==> src/heartbeat_membership_table_unit_assert.svh <==
// Assertion macros for the heartbeat membership table unit.
// Needs a clock named i_clk and an active-low reset named i_rst_n in the including scope.
`ifndef HEARTBEAT_MEMBERSHIP_TABLE_UNIT_ASSERT_SVH
`define HEARTBEAT_MEMBERSHIP_TABLE_UNIT_ASSERT_SVH

// Condition in the same cycle.
`define HMT_ASSERT_NOW(label, ante, cons, msg) \
    label: assert property (@(posedge i_clk) disable iff (!i_rst_n) (ante) |-> (cons)) \
        else $error(msg);

// Condition in the cycle after the antecedent.
`define HMT_ASSERT_NEXT(label, ante, cons, msg) \
    label: assert property (@(posedge i_clk) disable iff (!i_rst_n) (ante) |=> (cons)) \
        else $error(msg);

`endif

==> src/hmt_pkg.sv <==
// Shared types, codes and helpers of the heartbeat membership table unit.
// No dependencies.
package hmt_pkg;

    localparam int TABLE_DEPTH = 32;
    localparam int IDX_W = $clog2(TABLE_DEPTH);
    localparam int CNT_W = $clog2(TABLE_DEPTH + 1);

    localparam logic [1:0] CMD_TICK = 2'd0;
    localparam logic [1:0] CMD_GOSSIP = 2'd1;
    localparam logic [1:0] CMD_JOIN_REQ = 2'd2;
    localparam logic [1:0] CMD_JOIN_REP = 2'd3;

    localparam logic [2:0] ST_SELF = 3'd0;
    localparam logic [2:0] ST_INSERTED = 3'd1;
    localparam logic [2:0] ST_UPDATED = 3'd2;
    localparam logic [2:0] ST_NO_CHANGE = 3'd3;
    localparam logic [2:0] ST_FULL = 3'd4;
    localparam logic [2:0] ST_TICK_DONE = 3'd5;

    localparam logic [2:0] REG_FAIL_TIMEOUT = 3'd0;
    localparam logic [2:0] REG_CLEANUP_TIMEOUT = 3'd1;
    localparam logic [2:0] REG_GOSSIP_PERIOD = 3'd2;
    localparam logic [2:0] REG_SELF_ID = 3'd3;
    localparam logic [2:0] REG_SELF_PORT = 3'd4;
    localparam logic [2:0] REG_IS_INTRODUCER = 3'd5;

    typedef struct packed {
        logic [1:0]  cmd;
        logic [31:0] member_id;
        logic [15:0] member_port;
        logic [31:0] member_heartbeat;
        logic        last_entry;
    } t_in_word;

    typedef struct packed {
        logic [2:0]  status;
        logic [5:0]  member_count;
        logic [31:0] own_heartbeat;
        logic [5:0]  removed_count;
        logic        gossip_due;
        logic [5:0]  active_count;
        logic        send_join_reply;
        logic        in_group;
    } t_out_word;

    typedef struct packed {
        logic [31:0] id;
        logic [15:0] port;
        logic [31:0] heartbeat;
        logic [31:0] stamp;
    } t_entry;

    // Clamp an internal count to the six-bit result fields.
    function automatic logic [5:0] sat_count(input logic [CNT_W-1:0] n);
        logic [CNT_W+5:0] x;
        x = {6'd0, n};
        if (x > (CNT_W + 6)'(63)) begin
            return 6'd63;
        end
        return x[5:0];
    endfunction

endpackage

==> src/hmt_entry_ram.sv <==
// Generic single-write, single-read synchronous RAM with a registered read.
// No dependencies.
module hmt_entry_ram #(
    parameter int DEPTH = 32,
    parameter int WIDTH = 112
) (
    input  logic                     i_clk,
    input  logic                     i_we,
    input  logic [$clog2(DEPTH)-1:0] i_waddr,
    input  logic [WIDTH-1:0]         i_wdata,
    input  logic                     i_re,
    input  logic [$clog2(DEPTH)-1:0] i_raddr,
    output logic [WIDTH-1:0]         o_rdata
);

    logic [WIDTH-1:0] r_mem [DEPTH];
    logic [WIDTH-1:0] r_rdata;

    always_ff @(posedge i_clk) begin
        if (i_we) begin
            r_mem[i_waddr] <= i_wdata;
        end
    end

    always_ff @(posedge i_clk) begin
        if (i_re) begin
            r_rdata <= r_mem[i_raddr];
        end
    end

    assign o_rdata = r_rdata;

endmodule

==> src/heartbeat_membership_table_unit.sv <==
// Top level of the heartbeat membership table unit: configuration, sweep sequencer, results.
// Depends on hmt_pkg, hmt_entry_ram and heartbeat_membership_table_unit_assert.svh.
//
// Each command word runs through the sweep, drain and done states before the result strobe:
// the sequencer reads the peer slots one through 31 from the single read port of the entry
// RAM, one per cycle, uses the drain state for the last read data and the done state for the
// write-back and the result. The result appears on o_out for exactly one cycle with o_strobe
// high, and the receiver cannot stall it. busy is high from the accepting edge until the cycle
// of the strobe; a new word may be started in the strobe cycle. Slot zero, this node's own
// entry, lives in registers: its id and port are the self_id and self_port registers and its
// heartbeat is the own heartbeat. Peer valid bits are flip-flops cleared by reset, so the
// entry RAM needs no clearing pass. Configuration writes are taken in any cycle, but are
// meant for idle periods only.
module heartbeat_membership_table_unit (
    input  logic              i_clk,
    input  logic              i_rst_n,
    input  logic              start,
    output logic              busy,
    input  hmt_pkg::t_in_word i_in,
    output logic              o_strobe,
    output hmt_pkg::t_out_word o_out,
    input  logic              i_cfg_we,
    input  logic [2:0]        i_cfg_index,
    input  logic [31:0]       i_cfg_data
);

    localparam logic [1:0] S_IDLE = 2'd0;
    localparam logic [1:0] S_SWEEP = 2'd1;
    localparam logic [1:0] S_DRAIN = 2'd2;
    localparam logic [1:0] S_DONE = 2'd3;
    localparam int EW = $bits(hmt_pkg::t_entry);
    localparam logic [hmt_pkg::IDX_W-1:0] LAST_IDX = hmt_pkg::IDX_W'(hmt_pkg::TABLE_DEPTH - 1);

    // Configuration registers.
    logic [15:0] r_fail_timeout;
    logic [15:0] r_cleanup_timeout;
    logic [15:0] r_gossip_period;
    logic [31:0] r_self_id;
    logic [15:0] r_self_port;

    // Node state.
    logic [31:0] r_time;
    logic [31:0] r_hb_self;
    logic [15:0] r_countdown;
    logic        r_group;
    logic [hmt_pkg::CNT_W-1:0] r_count;
    logic [hmt_pkg::TABLE_DEPTH-1:1] r_valid;

    // Sequencer.
    logic [1:0] r_state;
    logic [1:0] n_state;
    hmt_pkg::t_in_word r_in;
    logic [hmt_pkg::IDX_W-1:0] r_idx;
    logic [hmt_pkg::IDX_W-1:0] r_rd_idx;
    logic r_rd_vld;

    // Sweep findings.
    logic r_hit;
    logic [hmt_pkg::IDX_W-1:0] r_hit_idx;
    logic [31:0] r_hit_hb;
    logic r_hit_alive;
    logic r_free;
    logic [hmt_pkg::IDX_W-1:0] r_free_idx;
    logic [hmt_pkg::CNT_W-1:0] r_removed;
    logic [hmt_pkg::CNT_W-1:0] r_active;

    logic r_strobe;
    hmt_pkg::t_out_word r_out;
    hmt_pkg::t_out_word n_out;

    hmt_pkg::t_entry rd_entry;
    hmt_pkg::t_entry wr_entry;
    logic [EW-1:0] rd_bits;
    logic ram_we;
    logic [hmt_pkg::IDX_W-1:0] ram_waddr;
    logic [31:0] rd_age;
    logic rd_live;
    logic accept;
    logic is_self;
    logic [31:0] hb_bumped;

    assign accept = start && !busy;
    assign busy = (r_state != S_IDLE);
    assign rd_entry = hmt_pkg::t_entry'(rd_bits);
    assign rd_age = r_time - rd_entry.stamp;
    assign rd_live = r_rd_vld && r_valid[r_rd_idx];
    assign is_self = (r_in.member_id == r_self_id) && (r_in.member_port == r_self_port);
    assign hb_bumped = (r_hb_self == 32'hFFFF_FFFF) ? r_hb_self : r_hb_self + 32'd1;

    // Inserts and refreshes write the same fields: id, port, heartbeat and current time.
    assign wr_entry = '{id: r_in.member_id, port: r_in.member_port,
                        heartbeat: r_in.member_heartbeat, stamp: r_time};

    always_comb begin
        ram_we = 1'b0;
        ram_waddr = r_free_idx;
        if (r_state == S_DONE && r_in.cmd != hmt_pkg::CMD_TICK && !is_self) begin
            if (r_hit) begin
                ram_waddr = r_hit_idx;
                ram_we = (r_in.cmd == hmt_pkg::CMD_GOSSIP) && r_hit_alive
                         && (r_in.member_heartbeat > r_hit_hb);
            end else begin
                ram_we = r_free;
            end
        end
    end

    hmt_entry_ram #(
        .DEPTH(hmt_pkg::TABLE_DEPTH),
        .WIDTH(EW)
    ) u_ram (
        .i_clk   (i_clk),
        .i_we    (ram_we),
        .i_waddr (ram_waddr),
        .i_wdata (wr_entry),
        .i_re    (r_state == S_SWEEP),
        .i_raddr (r_idx),
        .o_rdata (rd_bits)
    );

    always_comb begin
        n_state = r_state;
        unique case (r_state)
            S_IDLE: begin
                if (accept) begin
                    n_state = S_SWEEP;
                end
            end
            S_SWEEP: begin
                if (r_idx == LAST_IDX) begin
                    n_state = S_DRAIN;
                end
            end
            S_DRAIN: begin
                n_state = S_DONE;
            end
            S_DONE: begin
                n_state = S_IDLE;
            end
            default: begin
                n_state = S_IDLE;
            end
        endcase
    end

    always_ff @(posedge i_clk) begin
        if (!i_rst_n) begin
            r_state <= S_IDLE;
            r_rd_vld <= 1'b0;
            r_strobe <= 1'b0;
        end else begin
            r_state <= n_state;
            r_rd_vld <= (r_state == S_SWEEP);
            r_strobe <= (r_state == S_DONE);
        end
    end

    always_ff @(posedge i_clk) begin
        r_rd_idx <= r_idx;
        if (accept) begin
            r_in <= i_in;
            r_idx <= hmt_pkg::IDX_W'(1);
        end else if (r_state == S_SWEEP && r_idx != LAST_IDX) begin
            r_idx <= r_idx + hmt_pkg::IDX_W'(1);
        end
    end

    // Gather the lookup match, the lowest free slot and the tick counts as slots stream by.
    always_ff @(posedge i_clk) begin
        if (accept) begin
            r_hit <= 1'b0;
            r_free <= 1'b0;
            r_removed <= '0;
            r_active <= '0;
        end else if (r_rd_vld) begin
            if (rd_live && !r_hit && rd_entry.id == r_in.member_id
                && rd_entry.port == r_in.member_port) begin
                r_hit <= 1'b1;
                r_hit_idx <= r_rd_idx;
                r_hit_hb <= rd_entry.heartbeat;
                r_hit_alive <= (rd_age <= {16'd0, r_fail_timeout});
            end
            if (!r_valid[r_rd_idx] && !r_free) begin
                r_free <= 1'b1;
                r_free_idx <= r_rd_idx;
            end
            if (rd_live && rd_age > {16'd0, r_cleanup_timeout}) begin
                r_removed <= hmt_pkg::CNT_W'(r_removed + 1'b1);
            end else if (rd_live && rd_age <= {16'd0, r_fail_timeout}) begin
                r_active <= hmt_pkg::CNT_W'(r_active + 1'b1);
            end
        end
    end

    always_ff @(posedge i_clk) begin
        if (!i_rst_n) begin
            r_fail_timeout <= 16'd5;
            r_cleanup_timeout <= 16'd20;
            r_gossip_period <= 16'd2;
            r_self_id <= 32'd1;
            r_self_port <= 16'd0;
            r_time <= '0;
            r_hb_self <= '0;
            r_countdown <= 16'd2;
            r_group <= 1'b1;
            r_count <= hmt_pkg::CNT_W'(1);
            r_valid <= '0;
        end else begin
            if (i_cfg_we) begin
                unique case (i_cfg_index)
                    hmt_pkg::REG_FAIL_TIMEOUT: r_fail_timeout <= i_cfg_data[15:0];
                    hmt_pkg::REG_CLEANUP_TIMEOUT: r_cleanup_timeout <= i_cfg_data[15:0];
                    hmt_pkg::REG_GOSSIP_PERIOD: r_gossip_period <= i_cfg_data[15:0];
                    hmt_pkg::REG_SELF_ID: r_self_id <= i_cfg_data;
                    hmt_pkg::REG_SELF_PORT: r_self_port <= i_cfg_data[15:0];
                    hmt_pkg::REG_IS_INTRODUCER: r_group <= i_cfg_data[0];
                    default: begin
                    end
                endcase
            end
            // During a tick sweep, stale peers drop out one slot at a time.
            if (rd_live && r_in.cmd == hmt_pkg::CMD_TICK && r_group
                && rd_age > {16'd0, r_cleanup_timeout}) begin
                r_valid[r_rd_idx] <= 1'b0;
            end
            if (r_state == S_DONE) begin
                unique case (r_in.cmd)
                    hmt_pkg::CMD_TICK: begin
                        if (r_group) begin
                            r_count <= r_count - r_removed;
                            if (r_countdown != 16'd0) begin
                                r_countdown <= r_countdown - 16'd1;
                            end else begin
                                r_hb_self <= hb_bumped;
                                r_countdown <= r_gossip_period;
                            end
                        end
                        r_time <= r_time + 32'd1;
                    end
                    default: begin
                        if (r_in.cmd == hmt_pkg::CMD_JOIN_REQ) begin
                            r_hb_self <= hb_bumped;
                        end
                        if (r_in.cmd == hmt_pkg::CMD_JOIN_REP) begin
                            r_group <= 1'b1;
                        end
                        if (!is_self && !r_hit && r_free) begin
                            r_valid[r_free_idx] <= 1'b1;
                            r_count <= hmt_pkg::CNT_W'(r_count + 1'b1);
                        end
                    end
                endcase
            end
        end
    end

    // Result word, built from the state as it stands after this command.
    always_comb begin
        n_out = '0;
        n_out.own_heartbeat = r_hb_self;
        n_out.member_count = hmt_pkg::sat_count(r_count);
        n_out.in_group = r_group;
        unique case (r_in.cmd)
            hmt_pkg::CMD_TICK: begin
                n_out.status = hmt_pkg::ST_TICK_DONE;
                if (r_group) begin
                    n_out.removed_count = hmt_pkg::sat_count(r_removed);
                    n_out.member_count = hmt_pkg::sat_count(r_count - r_removed);
                    if (r_countdown == 16'd0) begin
                        n_out.own_heartbeat = hb_bumped;
                        n_out.gossip_due = 1'b1;
                        // Slot zero is refreshed by the bump and always counts as active.
                        n_out.active_count =
                            hmt_pkg::sat_count(hmt_pkg::CNT_W'(r_active + 1'b1));
                    end
                end
            end
            default: begin
                if (r_in.cmd == hmt_pkg::CMD_JOIN_REQ) begin
                    n_out.own_heartbeat = hb_bumped;
                    n_out.send_join_reply = 1'b1;
                end
                if (r_in.cmd == hmt_pkg::CMD_JOIN_REP) begin
                    n_out.in_group = 1'b1;
                end
                if (is_self) begin
                    n_out.status = hmt_pkg::ST_SELF;
                end else if (r_hit) begin
                    n_out.status = ram_we ? hmt_pkg::ST_UPDATED : hmt_pkg::ST_NO_CHANGE;
                end else if (r_free) begin
                    n_out.status = hmt_pkg::ST_INSERTED;
                    n_out.member_count =
                        hmt_pkg::sat_count(hmt_pkg::CNT_W'(r_count + 1'b1));
                end else begin
                    n_out.status = hmt_pkg::ST_FULL;
                end
            end
        endcase
    end

    always_ff @(posedge i_clk) begin
        if (r_state == S_DONE) begin
            r_out <= n_out;
        end
    end

    assign o_strobe = r_strobe;
    assign o_out = r_out;

    // The unit holds at least its own entry, so a result never reports an empty table.
`include "heartbeat_membership_table_unit_assert.svh"
    `HMT_ASSERT_NEXT(a_done_strobes, r_state == S_DONE, o_strobe && !busy, "result not strobed")
    `HMT_ASSERT_NEXT(a_start_busy, accept, busy && !o_strobe, "accepted word not busy")
    `HMT_ASSERT_NOW(a_count_nonzero, o_strobe, o_out.member_count != 6'd0, "empty table reported")
    `HMT_ASSERT_NOW(a_write_at_end, ram_we, r_state == S_DONE && !r_rd_vld, "early RAM write")

endmodule

==> config.mk <==
export PLATFORM = sky130hd
export DESIGN_NAME = heartbeat_membership_table_unit
export DESIGN_NICKNAME = d
export VERILOG_FILES = /design/src/hmt_pkg.sv /design/src/hmt_entry_ram.sv /design/src/heartbeat_membership_table_unit.sv
export VERILOG_INCLUDE_DIRS = /design/src /design/src/src
export SDC_FILE = /design/constraint.sdc
export NUM_CORES = 2
export LEC_CHECK = 0
export BUFFER_PORTS_ARGS = -buffer_cell sky130_fd_sc_hd__buf_4
export CAP_MARGIN = 40
export CELL_PAD_IN_SITES_DETAIL_PLACEMENT = 0
export CELL_PAD_IN_SITES_GLOBAL_PLACEMENT = 1
export CORE_MARGIN = 2
export CORE_UTILIZATION = 53
export CTS_BUF_LIST = sky130_fd_sc_hd__clkbuf_4 sky130_fd_sc_hd__clkbuf_8
export DETAILED_ROUTE_END_ITERATION = 16
export PLACE_DENSITY_LB_ADDON = 0.1
export SLEW_MARGIN = 20
export SYNTH_ARGS = -nofsm -noshare
export SYNTH_HDL_FRONTEND = slang
export SYNTH_SLANG_ARGS = --single-unit
==> constraint.sdc <==
create_clock -name i_clk -period 16.55 [get_ports i_clk]
set_clock_uncertainty 0.1 [all_clocks]
set_input_delay 3.31 -clock i_clk [delete_from_list [all_inputs] [get_ports i_clk]]
set_output_delay 3.31 -clock i_clk [all_outputs]
set_load 0.01 [all_outputs]
==> results.toml <==
[clocking]
htree_levels = 6
cts_tree = "built"
hold_buffers = 0
clk_latency_ps = 1210
cts_buffers = 667
clk_pin_slew_ps = 60
cts_setup_buffers = 0
root_buffer = "clkbuf_8"
ctsLongestPathBuffers = 4
cts.repair.resized = 0
cts.sinks = 4119

[floorplanning]
rows = 202
die_area_sq_um = 308000
core_sq_um = 302000
ioPinCount = 180
die_w_um = 555
start_util_pct = 53.2
die_h_um = 555

[global_routing]
use_met1_pct = 39.9
grt_pass1_vias = 81100
gr-total-overflow = 0
met3_usage_pct = 4.19
grt_use_total_pct = 26.8
grt_max_degree = 129
grt_pass1_wl_mm = 589
use_met2_pct = 42.6
antenna_found_initial = 12
grt.busiest_layer = "met2"

[worst_setup_path]
crit_path_end_kind = "register"
path_common_cell = "buf_4"
worst_path_max_delay_cell = "a32oi_1"
worstPathCellList = "buf_4 > ha_1 > nand4_1 > nor2_1 > and3_1 > inv_1 > or4_1 > nand4b_1 > inv_1 > a32oi_1 > and3_1 > buf_4 > or3_1 > nor2_4 > buf_4 > buf_16 > buf_4 > buf_12"
worstPathRequired_ps = 17350
max_stage_delay_ps = 860
cp-start-kind = "register"
cp_max_fo = 33
arrival_ps = 7710
crit_type = "register to register"

[placed_design]
placed_area_sq_um = 170000
post-place-cells = 11700
place.gp.congestion = 0.841
dpl_worst_slack_ps = 9670
dpl.hpwl_mm = 218
io_buffer_count = 178

[power_and_ir_drop]
vdd_drop_max_uv = 128
power_density_nw_per_um2 = 142
p_leak_nw = 57.4
power.total_mw = 26.0

[yosys]
synth_area_leaders = "edfxtp_1, mux4_2, dfxtp_1, xnor2_1, ha_1"
yosysTopAreaCellShare_pct = 72.4
synth_flop_cell = "edfxtp_1"
synthArstFlopShare_pct = 0
yosysWarnings = 0
synth_cell_types = 72
ys_seq_area_share_pct = 75.5
synth_most_common_cell = "edfxtp_1"
synth-edff-count = 3877
netlist_area_sq_um = 161000
synth.avg_cell_area_sq_um = 21.3
synth.largest_area_cell = "edfxtp_1"
synth_nets = 7795
syn_inst = 7557
ys_seq_elements = 4119
ys_top_cells_by_count = "edfxtp_1, mux4_2, nand2_1, clkbuf_1, dfxtp_1"

[run]
drv_cap = 0

[detailed_routing]
remaining_drc_errors = 0
dr.first_iter.drc_count = 9400
antenna_left = 0
viasPerCell = 6.25
drtPass1Iterations = 6
routed_wl_mm = 415
wl_per_cell_um = 32.2
routed-via-count = 80500

[timing]
hold_viol = 0
tightestPinTransition_ps = 1070
whs_ps = 287
period_minus_slack_ps = 6910
max_freq_mhz = 145
slew_headroom_pct = 29.0
fin_crit_sh_pct = 41.8
rsz0062_at_grt = "no"
tns_ps = 0
fin_ws_ps = 9640
finalMaxSlewViolations = 0
finalSetupViolCount = 0

[cells_and_area]
stdcell_count = 12900
area_delta_synth_final_pct = 14.1
finalNetCount = 8613
drive_gt1_share_pct = 32.5
fin_util_pct = 60.7
stdcell_area_sq_um = 183000

[worst_hold_path]
hp-class = "register to register"

[outcome]
outcome = "finished clean"
power by group:
group | switching (mW) | leakage (nW) | internal, mW
clock network | 4.04 | 7.00 | 4.65
registers | 0.189 | 35.8 | 12.0
logic | 2.66 | 14.5 | 2.45
worst paths after layout:
path | from | endpoint | slack (ps) | cells past startpoint
hold / removal | u_ram.o_rdata[42] | r_hit_hb[10] | 290 | 0
hold reg to reg | u_ram.o_rdata[42] | r_hit_hb[10] | 290 | 0
setup / recovery | r_in[32] | u_ram.r_mem[31][17] | 9640 | 18
setup reg to reg | r_in[32] | u_ram.r_mem[31][17] | 9640 | 18
cell usage in the layout, fill, tap and decap left out, types with 14 or more instances in the layout:
master,netlist,layout
nor2_1,125,119
o21ai_0,92,91
xor2_1,47,47
a21boi_0,97,97
buf_16,0,43
a21oi_1,95,95
buf_8,2,54
nand4_1,62,62
mux2_2,114,114
clkinv_1,1,125
a31oi_1,16,16
buf_12,0,40
and2_1,77,77
nor4_2,0,22
xnor2_1,170,170
nand2_1,359,359
clkinv_2,0,59
nor3_1,49,48
buf_4,0,366
a21o_1,23,23
mux4_2,1129,1129
clkbuf_8,0,696
or3_1,18,18
nor2b_1,29,29
ha_1,114,112
and3_1,35,34
o22ai_1,29,29
clkbuf_4,0,250
inv_8,0,16
dfxtp_1,242,236
nor4_1,43,21
nand3_1,63,62
inv_1,131,131
edfxtp_1,3877,3877
o211ai_1,14,14
flip-flops by register name (all words and copies together), names as in the netlist, 2 cells and up:
name and cells:
r_rd_idx 5, r_self_id 32, r_hit_idx 5, r_time 32, r_state 2, r_cleanup_timeout 16, r_valid 31, r_idx 5
r_countdown 16, o_out 56, r_removed 6, r_in 82, r_hb_self 32, r_gossip_period 16, r_free_idx 5, r_hit_hb 32
r_fail_timeout 16, u_ram.o_rdata 112, r_count 6, u_ram.r_mem 3584, r_active 6, r_self_port 16
worst max-delay path, delay by kind of cell (launching register included):
family / cells / cell delay [ps]
compound gates: 1 / 860
flops: 1 / 370
simple gates: 8 / 2700
fa+ha+maj: 1 / 470
buf+inv: 8 / 1970
metal layers:
layer / vias to the layer above / wire [um]
met5: - / 27
met4: 4 / 7640
met3: 540 / 32700
met2: 3561 / 199000
met1: 43300 / 175000
li1: 33000 / -
cell type report:
type	instances	area [sq um]
flip-flops and latches	4119	121000
fillers	21500	119000
multi-input cells	2940	37800
clock buffers	945	11400
repair buffers	515	5660
well taps	3978	4980
clock inverters	247	1710
inverters	132	500
diodes	7	17.5
cells by family after synthesis:
kind of cell               after synthesis  share of synthesized area (%)
buffers and inverters                  498                           1.18
xor gates and xnor gates               217                           1.18
and+or+nand+nor                        921                           2.81
AOI/OAI and AO/OA                      431                           1.75
muxes                                 1255                           16.7
adders and majority gates              116                          0.913
DFF                                   4119                           75.5
Power figures use the tool's default switching activity.
